==> src/design/i2c_tap_pkg.sv <==
// Shared types and constants for the im2col tap address generator.
// No dependencies; imported by every module of the block but the checker.
`timescale 1ns / 1ps
package i2c_tap_pkg;

  localparam int MAX_KERNEL    = 8;
  localparam int MAX_IMAGE_DIM = 4096;

  localparam int ROW_W    = 12;                     // out_row / out_col
  localparam int DIM_W    = 13;                     // image height / width
  localparam int KDIM_W   = 4;                      // kernel size register
  localparam int STEP_W   = 4;                      // stride register
  localparam int PAD_W    = 3;                      // padding register
  localparam int TAP_W    = $clog2(MAX_KERNEL);     // tap row / col
  localparam int PROD_W   = ROW_W + STEP_W;         // out_row * step
  localparam int COORD_W  = PROD_W + 1;             // signed window origin
  localparam int INDEX_W  = 24;                     // pixel_index
  localparam int CFG_ADDR_W = 3;
  localparam int CFG_DATA_W = 13;

  localparam int QUEUE_DEPTH = 2;
  localparam int QPTR_W      = $clog2(QUEUE_DEPTH);

  typedef enum logic [CFG_ADDR_W-1:0] {
    REG_IMAGE_HEIGHT  = 3'd0,
    REG_IMAGE_WIDTH   = 3'd1,
    REG_KERNEL_HEIGHT = 3'd2,
    REG_KERNEL_WIDTH  = 3'd3,
    REG_ROW_STEP      = 3'd4,
    REG_COL_STEP      = 3'd5,
    REG_PAD_TOP       = 3'd6,
    REG_PAD_LEFT      = 3'd7
  } cfg_reg_e;

  // Configuration after saturation, as the datapath uses it.
  typedef struct packed {
    logic [DIM_W-1:0]  img_h;
    logic [DIM_W-1:0]  img_w;
    logic [TAP_W-1:0]  kh_m1;
    logic [TAP_W-1:0]  kw_m1;
    logic [STEP_W-1:0] row_step;
    logic [STEP_W-1:0] col_step;
    logic [PAD_W-1:0]  pad_top;
    logic [PAD_W-1:0]  pad_left;
  } i2c_cfg_t;

  // Window origin of one output pixel, may be negative.
  typedef struct packed {
    logic signed [COORD_W-1:0] base_y;
    logic signed [COORD_W-1:0] base_x;
  } win_origin_t;

endpackage

==> src/design/i2c_tap_front.sv <==
// Front end: accepts output pixel positions and computes the window origin.
// Depends on i2c_tap_pkg.
`timescale 1ns / 1ps
module i2c_tap_front
  import i2c_tap_pkg::*;
(
  input  i2c_cfg_t           cfg,
  input  logic [ROW_W-1:0]   out_row,
  input  logic [ROW_W-1:0]   out_col,
  output win_origin_t        origin
);

  logic [PROD_W-1:0] prod_y;
  logic [PROD_W-1:0] prod_x;

  assign prod_y = PROD_W'(out_row) * PROD_W'(cfg.row_step);
  assign prod_x = PROD_W'(out_col) * PROD_W'(cfg.col_step);

  assign origin.base_y = $signed({1'b0, prod_y}) -
                         $signed({{(COORD_W-PAD_W){1'b0}}, cfg.pad_top});
  assign origin.base_x = $signed({1'b0, prod_x}) -
                         $signed({{(COORD_W-PAD_W){1'b0}}, cfg.pad_left});

endmodule

==> src/design/i2c_tap_queue.sv <==
// Short FIFO of window origins between the front end and the tap walker.
// Depends on i2c_tap_pkg.
`timescale 1ns / 1ps
module i2c_tap_queue
  import i2c_tap_pkg::*;
(
  input  logic        clk,
  input  logic        rst_n,
  input  logic        push,
  input  win_origin_t push_data,
  output logic        full,
  input  logic        pop,
  output logic        valid,
  output win_origin_t pop_data
);

  win_origin_t          mem_r [QUEUE_DEPTH];
  logic [QPTR_W-1:0]    wptr_r, wptr_nxt;
  logic [QPTR_W-1:0]    rptr_r, rptr_nxt;
  logic [QPTR_W:0]      count_r, count_nxt;

  assign full     = (count_r == (QPTR_W+1)'(QUEUE_DEPTH));
  assign valid    = (count_r != '0);
  assign pop_data = mem_r[rptr_r];

  always_comb begin
    wptr_nxt  = wptr_r;
    rptr_nxt  = rptr_r;
    count_nxt = count_r;
    if (push) begin
      wptr_nxt = (wptr_r == QPTR_W'(QUEUE_DEPTH-1)) ? '0 : wptr_r + 1'b1;
    end
    if (pop) begin
      rptr_nxt = (rptr_r == QPTR_W'(QUEUE_DEPTH-1)) ? '0 : rptr_r + 1'b1;
    end
    if (push && !pop) begin
      count_nxt = count_r + 1'b1;
    end else if (pop && !push) begin
      count_nxt = count_r - 1'b1;
    end
  end

  always_ff @(posedge clk) begin
    if (!rst_n) begin
      wptr_r  <= '0;
      rptr_r  <= '0;
      count_r <= '0;
    end else begin
      wptr_r  <= wptr_nxt;
      rptr_r  <= rptr_nxt;
      count_r <= count_nxt;
    end
  end

  always_ff @(posedge clk) begin
    if (push) begin
      mem_r[wptr_r] <= push_data;
    end
  end

endmodule

==> src/design/i2c_tap_back.sv <==
// Tap walker: walks the filter window row-major, one tap per cycle unless
// stalled; bounds-checks each tap, forms its flat pixel index. Uses i2c_tap_pkg.
`timescale 1ns / 1ps
module i2c_tap_back
  import i2c_tap_pkg::*;
(
  input  logic               clk,
  input  logic               rst_n,
  input  i2c_cfg_t           cfg,
  input  logic               q_valid,
  input  win_origin_t        q_data,
  output logic               q_pop,
  output logic               out_valid,
  input  logic               out_ready,
  output logic [TAP_W-1:0]   tap_row,
  output logic [TAP_W-1:0]   tap_col,
  output logic               inside_res,
  output logic [INDEX_W-1:0] pixel_index,
  output logic               last_tap
);

  localparam int MUL_W = 2 * DIM_W;

  logic                      cur_valid_r, cur_valid_nxt;
  win_origin_t               cur_r, cur_nxt;
  logic [TAP_W-1:0]          ty_r, ty_nxt;
  logic [TAP_W-1:0]          tx_r, tx_nxt;

  logic                      out_valid_r, out_valid_nxt;
  logic [TAP_W-1:0]          tap_row_r, tap_col_r;
  logic                      inside_r, last_r;
  logic [INDEX_W-1:0]        index_r;

  logic                      out_free, step, tap_end, row_end;
  logic signed [COORD_W-1:0] y, x;
  logic                      in_image;
  logic [MUL_W-1:0]          idx_sum;
  logic [INDEX_W-1:0]        idx;

  assign out_free = !out_valid_r || out_ready;
  assign step     = cur_valid_r && out_free;
  assign row_end  = (tx_r == cfg.kw_m1);
  assign tap_end  = row_end && (ty_r == cfg.kh_m1);
  assign q_pop    = q_valid && (!cur_valid_r || (step && tap_end));

  // Tap position and bounds check
  assign y = cur_r.base_y + $signed({{(COORD_W-TAP_W){1'b0}}, ty_r});
  assign x = cur_r.base_x + $signed({{(COORD_W-TAP_W){1'b0}}, tx_r});
  assign in_image = !y[COORD_W-1] && (y[COORD_W-2:0] < (COORD_W-1)'(cfg.img_h)) &&
                    !x[COORD_W-1] && (x[COORD_W-2:0] < (COORD_W-1)'(cfg.img_w));

  // Inside taps have y and x below MAX_IMAGE_DIM, so DIM_W bits suffice.
  assign idx_sum = MUL_W'(y[DIM_W-1:0]) * MUL_W'(cfg.img_w) + MUL_W'(x[DIM_W-1:0]);
  assign idx     = in_image ? idx_sum[INDEX_W-1:0] : '0;

  always_comb begin
    cur_valid_nxt = cur_valid_r;
    cur_nxt       = cur_r;
    ty_nxt        = ty_r;
    tx_nxt        = tx_r;
    if (q_pop) begin
      cur_valid_nxt = 1'b1;
      cur_nxt       = q_data;
      ty_nxt        = '0;
      tx_nxt        = '0;
    end else if (step && tap_end) begin
      cur_valid_nxt = 1'b0;
    end else if (step) begin
      if (row_end) begin
        tx_nxt = '0;
        ty_nxt = ty_r + 1'b1;
      end else begin
        tx_nxt = tx_r + 1'b1;
      end
    end

    out_valid_nxt = out_valid_r;
    if (step) begin
      out_valid_nxt = 1'b1;
    end else if (out_ready) begin
      out_valid_nxt = 1'b0;
    end
  end

  always_ff @(posedge clk) begin
    if (!rst_n) begin
      cur_valid_r <= 1'b0;
      out_valid_r <= 1'b0;
    end else begin
      cur_valid_r <= cur_valid_nxt;
      out_valid_r <= out_valid_nxt;
    end
  end

  always_ff @(posedge clk) begin
    cur_r <= cur_nxt;
    ty_r  <= ty_nxt;
    tx_r  <= tx_nxt;
    if (step) begin
      tap_row_r <= ty_r;
      tap_col_r <= tx_r;
      inside_r  <= in_image;
      index_r   <= idx;
      last_r    <= tap_end;
    end
  end

  assign out_valid   = out_valid_r;
  assign tap_row     = tap_row_r;
  assign tap_col     = tap_col_r;
  assign inside_res  = inside_r;
  assign pixel_index = index_r;
  assign last_tap    = last_r;

endmodule

==> src/design/im2col_tap_address_generator_top.sv <==
// Top level of the im2col tap address generator: configuration registers,
// front end, origin queue and tap walker. Depends on i2c_tap_pkg and submodules.
`timescale 1ns / 1ps
// Usage
//  - Input stream (in_*): one transfer per output pixel, in_tdata carries
//    out_row and out_col. Each transfer produces kernel_height * kernel_width
//    result transfers on the output stream, row-major over the filter window.
//  - Output stream (out_*): out_tdata carries tap_row, tap_col and the flat
//    pixel index (row * image_width + column, zero for padding taps);
//    out_tuser is high when the tap lies inside the image; out_tlast marks
//    the final tap of the window.
//  - Config port: write cfg_wdata into register cfg_addr whenever cfg_we is
//    high. Only write while the block is idle. Kernel sizes saturate to
//    1..8, image sizes to 4096.
//  - Flow: the first tap of an item passes through the origin queue, the
//    walker's window register and the output register. The tap walker emits
//    one tap per cycle while out_tready does not stall it; consecutive items
//    run with no bubble between them.
//  - Back-pressure: a two-entry origin queue decouples input and walker;
//    when out_tready is low the current tap holds in the output register
//    and in_tready drops once the queue is full.
//  - Reset (rst_n low, synchronous) empties the queue and the walker and
//    restores the defaults: 1x1 image and kernel, unit stride, no padding.
module im2col_tap_address_generator_top
  import i2c_tap_pkg::*;
(
  input  logic                  clk,
  input  logic                  rst_n,

  input  logic                  in_tvalid,
  output logic                  in_tready,
  input  logic [23:0]           in_tdata,   // [11:0] out_row, [23:12] out_col

  output logic                  out_tvalid,
  input  logic                  out_tready,
  output logic [31:0]           out_tdata,  // [2:0] tap_row, [5:3] tap_col,
                                            // [29:6] pixel_index, [31:30] zero
  output logic                  out_tuser,  // [0] inside_res
  output logic                  out_tlast,  // last_tap

  input  logic                  cfg_we,
  input  logic [CFG_ADDR_W-1:0] cfg_addr,
  input  logic [CFG_DATA_W-1:0] cfg_wdata
);

  // Raw register values, as written
  logic [DIM_W-1:0]  img_h_r, img_w_r;
  logic [KDIM_W-1:0] ker_h_r, ker_w_r;
  logic [STEP_W-1:0] row_step_r, col_step_r;
  logic [PAD_W-1:0]  pad_top_r, pad_left_r;

  i2c_cfg_t    cfg;
  win_origin_t front_origin;
  win_origin_t q_data;
  logic        q_full, q_valid, q_pop, in_xfer;

  logic [TAP_W-1:0]   tap_row, tap_col;
  logic [INDEX_W-1:0] pixel_index;
  logic               inside_res, last_tap;

  always_ff @(posedge clk) begin
    if (!rst_n) begin
      img_h_r    <= DIM_W'(1);
      img_w_r    <= DIM_W'(1);
      ker_h_r    <= KDIM_W'(1);
      ker_w_r    <= KDIM_W'(1);
      row_step_r <= STEP_W'(1);
      col_step_r <= STEP_W'(1);
      pad_top_r  <= '0;
      pad_left_r <= '0;
    end else if (cfg_we) begin
      unique case (cfg_reg_e'(cfg_addr))
        REG_IMAGE_HEIGHT:  img_h_r    <= cfg_wdata[DIM_W-1:0];
        REG_IMAGE_WIDTH:   img_w_r    <= cfg_wdata[DIM_W-1:0];
        REG_KERNEL_HEIGHT: ker_h_r    <= cfg_wdata[KDIM_W-1:0];
        REG_KERNEL_WIDTH:  ker_w_r    <= cfg_wdata[KDIM_W-1:0];
        REG_ROW_STEP:      row_step_r <= cfg_wdata[STEP_W-1:0];
        REG_COL_STEP:      col_step_r <= cfg_wdata[STEP_W-1:0];
        REG_PAD_TOP:       pad_top_r  <= cfg_wdata[PAD_W-1:0];
        REG_PAD_LEFT:      pad_left_r <= cfg_wdata[PAD_W-1:0];
      endcase
    end
  end

  // Saturation: kernel 0 acts as 1, above 8 as 8; image above 4096 as 4096.
  always_comb begin
    cfg.img_h = (img_h_r > DIM_W'(MAX_IMAGE_DIM)) ? DIM_W'(MAX_IMAGE_DIM) : img_h_r;
    cfg.img_w = (img_w_r > DIM_W'(MAX_IMAGE_DIM)) ? DIM_W'(MAX_IMAGE_DIM) : img_w_r;
    priority if (ker_h_r == '0)                      cfg.kh_m1 = '0;
    else if (ker_h_r > KDIM_W'(MAX_KERNEL))          cfg.kh_m1 = TAP_W'(MAX_KERNEL-1);
    else                                             cfg.kh_m1 = TAP_W'(ker_h_r - 1'b1);
    priority if (ker_w_r == '0)                      cfg.kw_m1 = '0;
    else if (ker_w_r > KDIM_W'(MAX_KERNEL))          cfg.kw_m1 = TAP_W'(MAX_KERNEL-1);
    else                                             cfg.kw_m1 = TAP_W'(ker_w_r - 1'b1);
    cfg.row_step = row_step_r;
    cfg.col_step = col_step_r;
    cfg.pad_top  = pad_top_r;
    cfg.pad_left = pad_left_r;
  end

  assign in_tready = !q_full;
  assign in_xfer   = in_tvalid && in_tready;

  i2c_tap_front u_front (
    .cfg     (cfg),
    .out_row (in_tdata[ROW_W-1:0]),
    .out_col (in_tdata[2*ROW_W-1:ROW_W]),
    .origin  (front_origin)
  );

  i2c_tap_queue u_queue (
    .clk       (clk),
    .rst_n     (rst_n),
    .push      (in_xfer),
    .push_data (front_origin),
    .full      (q_full),
    .pop       (q_pop),
    .valid     (q_valid),
    .pop_data  (q_data)
  );

  i2c_tap_back u_back (
    .clk         (clk),
    .rst_n       (rst_n),
    .cfg         (cfg),
    .q_valid     (q_valid),
    .q_data      (q_data),
    .q_pop       (q_pop),
    .out_valid   (out_tvalid),
    .out_ready   (out_tready),
    .tap_row     (tap_row),
    .tap_col     (tap_col),
    .inside_res  (inside_res),
    .pixel_index (pixel_index),
    .last_tap    (last_tap)
  );

  assign out_tdata = {2'b00, pixel_index, tap_col, tap_row};
  assign out_tuser = inside_res;
  assign out_tlast = last_tap;

endmodule

==> config.mk <==
export PLATFORM = sky130hd
export DESIGN_NAME = im2col_tap_address_generator_top
export DESIGN_NICKNAME = d
export VERILOG_FILES = /design/src/design/i2c_tap_pkg.sv /design/src/design/i2c_tap_front.sv /design/src/design/i2c_tap_queue.sv /design/src/design/i2c_tap_back.sv /design/src/design/im2col_tap_address_generator_top.sv
export SDC_FILE = /design/constraint.sdc
export NUM_CORES = 1
export LEC_CHECK = 0
export BUFFER_PORTS_ARGS = -buffer_cell sky130_fd_sc_hd__buf_4
export CORE_MARGIN = 4
export CORE_UTILIZATION = 64
export CTS_CLUSTER_DIAMETER = 120
export DETAILED_ROUTE_END_ITERATION = 6
export GPL_ROUTABILITY_DRIVEN = 1
export MAX_ROUTING_LAYER = met4
export PLACE_DENSITY = 0.82
export SLEW_MARGIN = 15
export SYNTH_ARGS = -nofsm -noshare
export SYNTH_HDL_FRONTEND = slang
export SYNTH_HIERARCHICAL = 1
export SYNTH_SLANG_ARGS = --single-unit
export TNS_END_PERCENT = 5
==> constraint.sdc <==
create_clock -name clk -period 8.5 [get_ports clk]
set_input_delay 0.85 -clock clk [delete_from_list [all_inputs] [get_ports clk]]
set_output_delay 0.85 -clock clk [all_outputs]
set_load 0.1 [all_outputs]
* Word level (Yosys, flattened, before mapping)
Memories as Yosys holds them, arrays and structs flattened. A register that Yosys moved wholly into a read port is not among the register bits.
Index checks and enable logic that the tools add are counted.
** Cells by class
- Add/sub/neg operators :: 13
- $mul :: 3
- Order comparisons :: 6
- Equal/unequal tests :: 10
- Mux-type cells :: 17
- Bitwise logic cells :: 1
- Reduce and logical (&&, ||, !) cells :: 36
** Operators with widths (number)
- $add A17 B4 Y17 :: 2
- $sub A16 B3 Y17 :: 2
- $lt A16 B13 Y1 :: 2
- $mul A12 B4 Y16 :: 2
- $gt A13 B13 Y1 const B :: 2
- $mux W13 :: 2
- $add A24 B13 Y24 :: 1
- $mul A13 B13 Y24 :: 1
- $reduce_and A2 Y1 :: 9
- $mux W3 :: 5
- $eq A3 B3 Y1 const B :: 4
- $logic_and A1 B1 Y1 :: 10
- $gt A4 B4 Y1 const B :: 2
- $logic_not A4 Y1 :: 2
- $mux W1 :: 8
- $reduce_bool A2 Y1 :: 4
- $logic_not A1 Y1 :: 7
- $add A3 B1 Y3 const B :: 2
- $eq A3 B2 Y1 const B :: 2
- $eq A3 B3 Y1 :: 2
- $sub A3 B1 Y3 const B :: 2
- $mux W2 :: 2
- $eq A3 B1 Y1 const B :: 1
- $logic_not A3 Y1 :: 1
- other kinds (7) :: 9
** Word-level totals
- Bits in registers :: 92
- Bits in writable memories :: 68
- Input port bits :: 45
- Output and inout port bits :: 36
- Logic and storage cells :: 107
- Memories kept :: 1
** Memories
- u_queue.mem_r :: depth 2, width 34, read ports 1, clocked after memory_dff 1, write ports 1, line i2c_tap_queue.sv:17 : win_origin_t mem_r [QUEUE_DEPTH];

* Longest topological paths before layout
Gate-level depths: netlist of run 1.
- Depth after elaboration :: 11
- Mapped depth :: 29
- Depth with buffers taken out :: 28

* Cells and area by module
The synthesis of run 1 kept the hierarchy.
** By module, submodules not included
- i2c_tap_back :: instances 1, cells each 1016, area each 9740.6 µm², seq. area each 2142.1 µm²
- i2c_tap_front :: instances 1, cells each 519, area each 3811.2 µm², seq. area each 0.0 µm²
- i2c_tap_queue :: instances 1, cells each 128, area each 2673.8 µm², seq. area each 2142.1 µm²
- im2col_tap_address_generator_top :: instances 1, cells each 233, area each 2193.4 µm², seq. area each 960.9 µm²

* Worst setup path after synthesis of run 1
OpenSTA, ideal clock, no wires.
- Path type :: register to register
- From :: register u_back.ty_r[0]
- To :: register u_back.index_r[23], in the netlist u_back/pixel_index[23], data pin
- Setup time :: 0.254 ns
- Data arrival time :: 6.765 ns
- Required time :: 8.246 ns
- Slack :: 1.481 ns
- Stages on the path, launching flop included :: 29
- Buffers on the path :: 1
- Period minus slack after synthesis :: 7.019 ns
- Path through :: dfxtp_1 -> ha_1 -> inv_1 -> fa_1 -> nor2b_1 -> o21a_1 -> nand3_1 -> xnor2_1 -> clkbuf_1 -> nand2_1 -> fa_1 -> inv_1 -> fa_1 -> inv_1 -> fa_1 -> inv_1 -> fa_1 -> fa_1 -> inv_1 -> fa_1 -> inv_1 -> ha_1 -> a41oi_1 -> a31oi_1 -> a41oi_1 -> o21ai_0 -> o21ai_0 -> xor2_1 -> nor2_2
** On the way
- Longest elaborated chain between the ends :: 5
- Elaborated cells on any way between the ends :: 8
** Ends and longest elaborated chain
- start, declared :: line i2c_tap_back.sv:26 : logic [TAP_W-1:0] ty_r, ty_nxt;
- start signal, assigned :: line i2c_tap_back.sv:97 : ty_r <= ty_nxt;
- $add A17 B4 Y17 * :: line i2c_tap_back.sv:47 : assign y = cur_r.base_y + $signed({{(COORD_W-TAP_W){1'b0}}, ty_r});
- branches (longest 4 deep; another with $mul A13 B13 Y24)
- end signal, assigned :: line i2c_tap_back.sv:103 : index_r <= idx;
- end, declared :: line i2c_tap_back.sv:32 : logic [INDEX_W-1:0] index_r;
Mark *: on every way between the ends.
A chain may end at the register's enable or synchronous reset.

* Final worst setup path of run 1
- From :: register, netlist name u_back/cur_r[18]
- To :: register u_back.index_r[23], in the netlist u_back/pixel_index[23], data pin
** On the way
- Longest elaborated chain between the ends :: 5
- Elaborated cells on any way between the ends :: 8
** Ends and longest elaborated chain (line)
- $add A17 B4 Y17 * :: i2c_tap_back.sv:47
- branches (longest 4 deep; another with $mul A13 B13 Y24)
Marked as above.

==> impl_metrics.tcl, run 1 <==
set metrics [dict create \
    outcome "finished clean" \
    initial_core_util 0.656 \
    htree_num_levels 4 \
    grt_pass1_vias 13700 \
    hp-class "reg -> reg" \
    clk_pin_slew_worst_paths_ns 0.08 \
    num_io_pins 81 \
    crit_buf_inv 4 \
    worstReg2RegStart "u_back/cur_r[18]" \
    numCtsBuffers 17 \
    cp-start-kind "flip-flop" \
    cts_setup_buffers 0 \
    clock_sinks 195 \
    synth-edff-count 134 \
    end_kind "flip-flop" \
    drc 0 \
    rsz0062_at_grt "false" \
    syn_inst 1896 \
    postRouteAntennaNets 0 \
    ctsResizeCount 0 \
    p_per_area_mw_per_mm2 270 \
    grt_pass1_wl_um 66300 \
    ys_seq_area_frac 0.285 \
    crit_type "reg -> reg" \
    ys_warn_count 6 \
    setup_viol 0 \
    tightest_slew_ns 1.19 \
    antenna_found_initial 0 \
    timing.reg2reg.setup_slack_ns 0.77 \
    cts_hold_buffers 0 \
    critPathSlowestCell "fa_1" \
    synth-seq-cells 195 \
    die_w_um 178 \
    grt_max_degree 70 \
    clock_skew_ns 0.0153 \
    worst_skew_pair.late_latency_ns 0.45 \
    setup_ws_ns 0.766 \
    grt_usage 0.272 \
    drt-total-wl_um 40200 \
    timing.critical_path.fanout_max 10 \
    routedWlPerCell_um 17.2 \
    dieArea_sq_mm 0.0316 \
    numPortBuffers 78 \
    ys.flop_type "edfxtp_1" \
    grt.overflow.total 0 \
    drt-vias-per-instance 5.60 \
    reg2reg_to "u_back/pixel_index[23]" \
    vias 13100 \
    cp_data_required_time_ns 8.69 \
    path_common_cell "fa_1" \
    antenna_cells 0 \
    cts_root_buf "clkbuf_16" \
    cp_top_family "adder cells" \
    post-route-period-util 0.910 \
    clock_path_buffers 2 \
    fillers 2134 \
    ys_async_sr_fraction 0 \
    cts_tree "built" \
    hold_viol_final 0 \
    syn_avg_cell_area_sq_um 9.71 \
    dp_slack_ns 0.806 \
    core_area_sq_mm 0.0281 \
    drt_pass1_iterations 5 \
    synthToLayoutAreaGrowth_pct 8.22 \
    ir_drop_mv 0.162 \
    critPathMaxStageDelay_ns 0.56 \
    syn_area_sq_mm 0.0184 \
    power_mw 5.38 \
    fmax_ghz 0.129 \
    drv_slew 0 \
    fin_setup_tns_ns 0 \
    layout-drive-gt1-share 0.0989 \
    critical_path_arrival_ns 7.93 \
    fin_crit_ns 7.73 \
    dp_hpwl_um 31500 \
    hold_end "img_h_r[8]" \
    finalNetCount 2353 \
    holdPathStages 2 \
    max_slew_margin 0.204 \
    yosysUniqueCellTypes 84 \
    place_congestion 0.985 \
    hp-start "img_h_r[8]" \
    dieHeight_um 178 \
    post-route-util 0.710 \
    p_leak_nw 9.25 \
    ff2ff_path_depth 24 \
    drtIter0Drc 766 \
    row_count 61 \
    cap_violations 0 \
    cp_cell_sequence "ha_1 > a211o_1 > and2_1 > and4_1 > xnor2_2 > nor2_1 > fa_1 > inv_1 > fa_1 > inv_1 > fa_1 > fa_1 > fa_1 > inv_1 > fa_1 > inv_1 > ha_1 > a41oi_1 > a31oi_1 > a41oi_1 > o21ai_0 > o21ai_0 > xor2_1 > nor2_2" \
]
## power by group
group	total, mW	switching (mW)	internal [mW]
combinational	3.05	1.95	1.10
clock	0.831	0.406	0.425
sequential	1.49	0.155	1.34
## layout make-up
class	instances	area, sq um	share of cell area
inverter	346	1300	0.0652
clock buffer	20	478	0.0240
clock inverter	12	139	0.00697
tap	378	473	0.0237
multi-input combinational	1292	11600	0.581
sequential	195	5250	0.263
timing repair buffer	97	728	0.0365
## flip-flops by register name (all words and copies together), names as in the netlist, 2 cells and up, named ones only
name                cells
col_step_r              4
pad_top_r               3
u_back/cur_r           34
img_h_r                13
u_back/pixel_index     24
u_back/tap_row          3
u_queue/count_r         2
u_queue/mem_r          68
pad_left_r              3
img_w_r                13
u_back/ty_r             3
ker_h_r                 4
u_back/tap_col          3
u_back/tx_r             3
ker_w_r                 4
row_step_r              4
## metal layers
layer  track usage  vias up  wire, um
met1         0.310     6388     15900
met5             -        -         0
met2         0.487      398     20800
met4         0.101        0      1380
li1              -     6226         -
met3        0.0383       85      2050
## Yosys cell counts (4+ instances only)
cell type | instances | area share
inv_1 | 346 | 0.071
nand2_1 | 238 | 0.049
ha_1 | 184 | 0.12
fa_1 | 175 | 0.19
edfxtp_1 | 134 | 0.22
nor2_1 | 105 | 0.021
and2_1 | 92 | 0.031
dfxtp_1 | 61 | 0.066
mux2i_1 | 54 | 0.029
a21oi_1 | 51 | 0.014
nor2b_1 | 44 | 0.015
xnor2_1 | 42 | 0.020
clkbuf_1 | 41 | 0.0084
mux2_2 | 34 | 0.021
xor2_1 | 30 | 0.014
o21ai_0 | 29 | 0.0079
nand3_1 | 25 | 0.0068
nor3_1 | 23 | 0.0062
a21o_1 | 15 | 0.0061
a211oi_1 | 13 | 0.0053
o21a_1 | 12 | 0.0049
buf_4 | 10 | 0.0041
nand2b_1 | 7 | 0.0024
nand4_1 | 7 | 0.0024
o211ai_1 | 7 | 0.0029
buf_2 | 6 | 0.0016
or3_1 | 5 | 0.0017
a21boi_0 | 4 | 0.0016
buf_6 | 4 | 0.0024
o2111ai_1 | 4 | 0.0019
o21ai_1 | 4 | 0.0011
o21bai_1 | 4 | 0.0016
o31ai_1 | 4 | 0.0016
## through the flow
step,cells,hold WS [ns],cell area [sq um]
2_1_floorplan,1897,0.430,18400
3_3_place_gp,2308,0.439,19300
3_5_place_dp,2308,0.445,19300
4_1_cts,2340,0.462,19900
5_1_grt,2340,0.477,19900
6_report,2340,0.455,19900
## cells in the final DEF (no fill, tap or decap), types with 12 or more instances in the layout
cell type,instances
a21o_1,15
nor2_1,105
dfxtp_1,61
edfxtp_1,134
xnor2_1,42
fa_1,175
a211oi_1,13
nand3_1,25
inv_1,346
a21oi_1,51
nor3_1,23
nand2_1,238
nor2b_1,42
mux2i_1,54
o21a_1,12
buf_4,97
mux2_2,34
xor2_1,30
o21ai_0,29
and2_1,92
clkbuf_16,18
ha_1,184
## worst register-to-register path, stage by stage, from the launching register on
cell      delay [ns]
edfxtp_1        0.42
ha_1            0.34
a211o_1         0.30
and2_1          0.27
and4_1          0.29
xnor2_2         0.47
nor2_1          0.14
fa_1            0.56
inv_1           0.06
fa_1            0.54
inv_1           0.06
fa_1            0.52
fa_1            0.44
fa_1            0.54
inv_1           0.05
fa_1            0.52
inv_1           0.04
ha_1            0.37
a41oi_1         0.27
a31oi_1         0.11
a41oi_1         0.43
o21ai_0         0.20
o21ai_0         0.25
xor2_1          0.23
nor2_2          0.04
## cells by family (layout without fill, tap and decap cells)
family,after synthesis,in the layout,share of synthesized area
and+or+nand+nor,582,582,0.155
buffers and inverters,410,475,0.0878
DFF,195,195,0.285
AOI/OAI and AO/OA,184,184,0.0691
xor gates and xnor gates,74,74,0.0363
other,1,2,0.000204
adders and majority gates,362,362,0.317
muxes,88,88,0.0501
## worst max path at each step
stage | start | to | slack, ns | depth (start not counted)
after global routing | u_back/ty_r[0] | u_back/pixel_index[23] | 0.30 | 27
after CTS | u_back/ty_r[0] | u_back/pixel_index[23] | 0.82 | 25
after floorplan | u_back/ty_r[0] | u_back/pixel_index[23] | 1.48 | 28
final | u_back/cur_r[18] | u_back/pixel_index[23] | 0.77 | 24
after detailed placement | u_back/ty_r[0] | u_back/pixel_index[23] | 0.81 | 25
after global placement | u_back/ty_r[0] | u_back/pixel_index[23] | 1.11 | 27
Power figures use the tool's default switching activity.
==> inputs of run 2 (changes only) <==
- MAX_ROUTING_LAYER: met4 -> default
- SETUP_SLACK_MARGIN: default -> 0.15
==> run 2 against run 1 <==
  * Maximum frequency decreased by 0.32%
  * Non-clock buffer count decreased by 2
  * Critical path depth increased by 3
  * Final cell count about the same
  * Clock-buffer cell count decreased by 3
  * Worst hold slack got worse by 0.0019 ns
  * Largest power group unchanged
==> impl_metrics.tcl, run 2 (synthesis results as in run 1) <==
set metrics [dict create \
    finalNetCount 2351 \
    cp_data_required_time_ns 8.68 \
    final_common_cell "inv_1" \
    clock_path_buffers 2 \
    holdPathStages 2 \
    clkPwrFrac 0.153 \
    core_area_sq_mm 0.0281 \
    clock_skew_ns 0.0198 \
    drt_pass1_iterations 5 \
    ff2ff_path_depth 27 \
    grt_usage 0.266 \
    critPathSlowestCell "xor2_1" \
    place_congestion 0.970 \
    drt-vias-per-instance 5.64 \
    numCtsBuffers 17 \
    max_slew_margin 0.233 \
    ctsResizeCount 0 \
    cts_tree "built" \
    layout-drive-gt1-share 0.0980 \
    p_comb_frac 0.568 \
    fmax_ghz 0.129 \
    fin_area_sq_mm 0.0199 \
    drv_slew 0 \
    cp-start-kind "flip-flop" \
    holdWs_ns 0.454 \
    cts_root_buf "clkbuf_16" \
    fin_setup_tns_ns 0 \
    dieHeight_um 178 \
    switching_share 0.471 \
    antenna_cells 0 \
    hold_viol_final 0 \
    dp_hpwl_um 31400 \
    synthToLayoutAreaGrowth_pct 8.06 \
    drtIter0Drc 700 \
    routedWlPerCell_um 17.1 \
    p_per_area_mw_per_mm2 269 \
    tightest_slew_ns 1.15 \
    drt-total-wl_um 39900 \
    timing.critical_path.fanout_max 8 \
    numPortBuffers 78 \
    die_w_um 178 \
    ir_drop_mv 0.164 \
    htree_num_levels 4 \
    power_mw 5.36 \
    outcome "finished clean" \
    antenna_found_initial 0 \
    crit_buf_inv 7 \
    crit_type "reg -> reg" \
    seq_power_share 0.279 \
    cts_hold_buffers 0 \
    vias 13200 \
    clk_pin_slew_worst_paths_ns 0.08 \
    hp-class "reg -> reg" \
    drc 0 \
    fillers 2106 \
    post-route-period-util 0.913 \
    dieArea_sq_mm 0.0316 \
    grt_max_degree 70 \
    end_kind "flip-flop" \
    cp_top_family "adder cells" \
    rsz0062_at_grt "false" \
    cap_violations 0 \
    clock_sinks 195 \
    worst_skew_pair.late_latency_ns 0.45 \
    p_sw_mw 2.53 \
    num_io_pins 81 \
    critical_path_arrival_ns 7.94 \
    final_cell_mix "inv_1, nand2_1, ha_1, fa_1, edfxtp_1" \
    grt_pass1_vias 13900 \
    cts_setup_buffers 0 \
    grt.overflow.total 0 \
    critPathMaxStageDelay_ns 0.59 \
    grt_pass1_wl_um 67300 \
    initial_core_util 0.656 \
    power.internal_mw 2.84 \
    largest_reg_flops 68 \
    postRouteAntennaNets 0 \
    row_count 61 \
    setup_viol 0 \
    cp.depth 27 \
    largest-register "u_queue/mem_r" \
    p_leak_nw 9.24 \
    fin_crit_ns 7.76 \
    placed_cell_area_sq_mm 0.0193 \
]
## run 2: through the flow
stage,util,setup slack [ns],cells
after floorplan,-,1.48,1897
after global placement,0.687,1.13,2306
after detailed placement,0.687,0.888,2306
after CTS,0.709,0.906,2338
after global routing,0.709,0.318,2338
final,0.709,0.741,2338
## run 2: path summary, 6_finish.rpt
| check | slack (ns) | start | endpoint |
|---|---|---|---|
| min reg2reg | 0.45 | img_h_r[11] | img_h_r[11] |
| min | 0.45 | img_h_r[11] | img_h_r[11] |
| max | 0.74 | u_back/ty_r[0] | u_back/pixel_index[23] |
| max reg2reg | 0.74 | u_back/ty_r[0] | u_back/pixel_index[23] |
## run 2: tightest hold or removal path: stages (launching register included)
cell and delay (ns):
dfxtp_1 0.31, nand2_1 0.05, mux2i_1 0.05
## run 2: layout make-up
class                   count  area (sq um)  share of cell area
clock buffers              17           425              0.0214
repair buffers             95           713              0.0358
flip-flops and latches    195          5250               0.264
inverters                 346          1300              0.0653
clock inverters            15           178             0.00893
multi-input cells        1292         11600               0.581
well taps                 378           473              0.0238
## run 2: power by group through the flow
stage	clock network, mW	logic (mW)	registers, mW
after detailed placement	0	2.99	1.51
after global routing	0.873	3.38	1.52
after floorplan	0	2.03	1.72
after global placement	0	2.88	1.50
final	0.822	3.05	1.49
after CTS	0.837	3.02	1.49
## run 2: metal layers
metal | vias up | global-route usage | share of wire
li1 | 6229 | - | -
met3 | 115 | 0.0398 | 0.051
met1 | 6425 | 0.314 | 0.40
met2 | 406 | 0.483 | 0.51
met4 | 0 | 0.111 | 0.043
met5 | - | 0 | 0
==> inputs of run 3 (changes only) <==
- BUFFER_PORTS_ARGS: -buffer_cell sky130_fd_sc_hd__buf_4 -> -buffer_cell sky130_fd_sc_hd__buf_2
==> run 3 against run 2 <==
  * Clock power is 2% higher
  * Wire length grew 0.14%
  * Sequential cell count did not move
  * Critical endpoint unchanged
  * Non-clock buffer count grew 3
  * Die area stayed put
  * Worst setup slack got worse by 0.011 ns
  * First-iteration DRC count shrank 5.4%
==> impl_metrics.tcl, run 3 (synthesis results as in run 1) <==
set metrics [dict create \
    outcome "finished clean" \
    row_count 61 \
    finalNetCount 2354 \
    final_common_cell "inv_1" \
    synthToLayoutAreaGrowth_pct 7.15 \
    initial_core_util 0.656 \
    worstReg2RegStart "u_back/ty_r[0]" \
    htree_num_levels 4 \
    dp_cells 2309 \
    clock_sinks 195 \
    place_congestion 0.964 \
    cts_root_buf "clkbuf_16" \
    drv_slew 0 \
    antenna_found_initial 0 \
    num_io_pins 81 \
    numCtsBuffers 17 \
    dp_slack_ns 0.822 \
    largest_reg_flops 68 \
    rsz0062_at_grt "false" \
    fmax_ghz 0.129 \
    ctsResizeCount 0 \
    cp_data_required_time_ns 8.69 \
    clock_skew_ns 0.0190 \
    numPortBuffers 78 \
    layout-drive-gt1-share 0.0988 \
    drc 0 \
    tightest_slew_ns 1.13 \
    setup_ws_ns 0.730 \
    fin_crit_ns 7.77 \
    grt_max_degree 70 \
    dieHeight_um 178 \
    hp-class "reg -> reg" \
    grt.overflow.total 0 \
    p_leak_nw 9.20 \
    largest-register "u_queue/mem_r" \
    timing.reg2reg.setup_slack_ns 0.73 \
    fin_setup_tns_ns 0 \
    hold_viol_final 0 \
    drt_pass1_iterations 5 \
    holdPathStages 2 \
    hp-start "img_w_r[9]" \
    power_mw 5.35 \
    crit_type "reg -> reg" \
    vias 13100 \
    placed_cell_area_sq_mm 0.0191 \
    grt_pass1_vias 14000 \
    drt-total-wl_um 39900 \
    ir_drop_mv 0.187 \
    grt_usage 0.265 \
    cts_hold_buffers 0 \
    cts_setup_buffers 0 \
    max_slew_margin 0.246 \
    dieArea_sq_mm 0.0316 \
    clock_path_buffers 2 \
    grt_pass1_wl_um 67100 \
    p_per_area_mw_per_mm2 271 \
    ff2ff_path_depth 26 \
    post-route-period-util 0.914 \
    cp-start-kind "flip-flop" \
    die_w_um 178 \
    drtIter0Drc 662 \
    reg2reg_to "u_back/pixel_index[23]" \
    worst_skew_pair.late_latency_ns 0.44 \
    antenna_cells 0 \
    timing.critical_path.fanout_max 9 \
    core_area_sq_mm 0.0281 \
    drt-vias-per-instance 5.59 \
    clk_pin_slew_worst_paths_ns 0.08 \
    setup_viol 0 \
    cts_tree "built" \
    routedWlPerCell_um 17.1 \
    end_kind "flip-flop" \
    final_cell_mix "inv_1, nand2_1, ha_1, fa_1, edfxtp_1" \
    critical_path_arrival_ns 7.96 \
    fin_area_sq_mm 0.0197 \
    dp_hpwl_um 31700 \
    postRouteAntennaNets 0 \
    cap_violations 0 \
    hold_end "img_w_r[9]" \
    finalNonFillerCells 2341 \
]
run 3: changes by cell type in the layout (fill, tap and decap cells not counted), sizes merged:
| cell | change |
|---|---|
| clkinvlp | -1 |
| clkinv | -4 |
| buf | +3 |
| bufinv | +2 |
| clkbuf | +2 |
| inv | +1 |
run 3: through the flow:
stage | utilization | hold slack, ns
finish | 0.703 | 0.454
global route | 0.703 | 0.480
CTS | 0.703 | 0.457
detailed placement | 0.681 | 0.445
global placement | 0.681 | 0.438
floorplan | - | 0.430
run 3: report_power, final:
part | internal [mW] | leakage (nW) | switching, mW
registers | 1.34 | 1.76 | 0.146
clock network | 0.454 | 0.302 | 0.384
logic | 1.07 | 7.14 | 1.96
run 3: final cells by class:
class | instances | area, sq um
multi-input combinational | 1292 | 11600
fill | 2074 | 8350
sequential | 195 | 5250
inverter | 346 | 1300
timing repair buffer | 98 | 541
tap | 378 | 473
clock buffer | 19 | 443
clock inverter | 13 | 164
run 3: worst max-delay path by stage:
stage | startpoint | endpoint | slack, ns | cells after the start
final | u_back/ty_r[0] | u_back/pixel_index[23] | 0.73 | 26
after global routing | u_back/ty_r[0] | u_back/pixel_index[23] | 0.32 | 26
after CTS | u_back/ty_r[0] | u_back/pixel_index[23] | 0.81 | 26
after detailed placement | u_back/ty_r[0] | u_back/pixel_index[23] | 0.82 | 26
after global placement | u_back/ty_r[0] | u_back/pixel_index[23] | 1.02 | 26
after floorplan | u_back/ty_r[0] | u_back/pixel_index[23] | 1.48 | 28
run 3: routing by layer:
layer / track usage / part of all wire / vias to the layer above
met5: 0 / 0 / -
met3: 0.0398 / 0.045 / 120
met2: 0.471 / 0.51 / 355
met1: 0.319 / 0.41 / 6399
li1: - / - / 6223
met4: 0.118 / 0.042 / 0
run 3: worst max-delay path, stage by stage, from the launching register on:
cell,delay (ns)
dfxtp_1,0.44
ha_1,0.24
inv_1,0.07
fa_1,0.40
nor2b_1,0.17
o21a_1,0.18
nand2_1,0.08
xor2_1,0.70
nor2_1,0.15
fa_1,0.54
inv_1,0.06
fa_1,0.53
inv_1,0.05
fa_1,0.52
fa_1,0.44
fa_1,0.54
inv_1,0.05
fa_1,0.53
inv_1,0.04
ha_1,0.37
a41oi_1,0.26
a31oi_1,0.11
a41oi_1,0.43
o21ai_0,0.19
o21ai_0,0.23
xor2_1,0.19
nor2_2,0.04
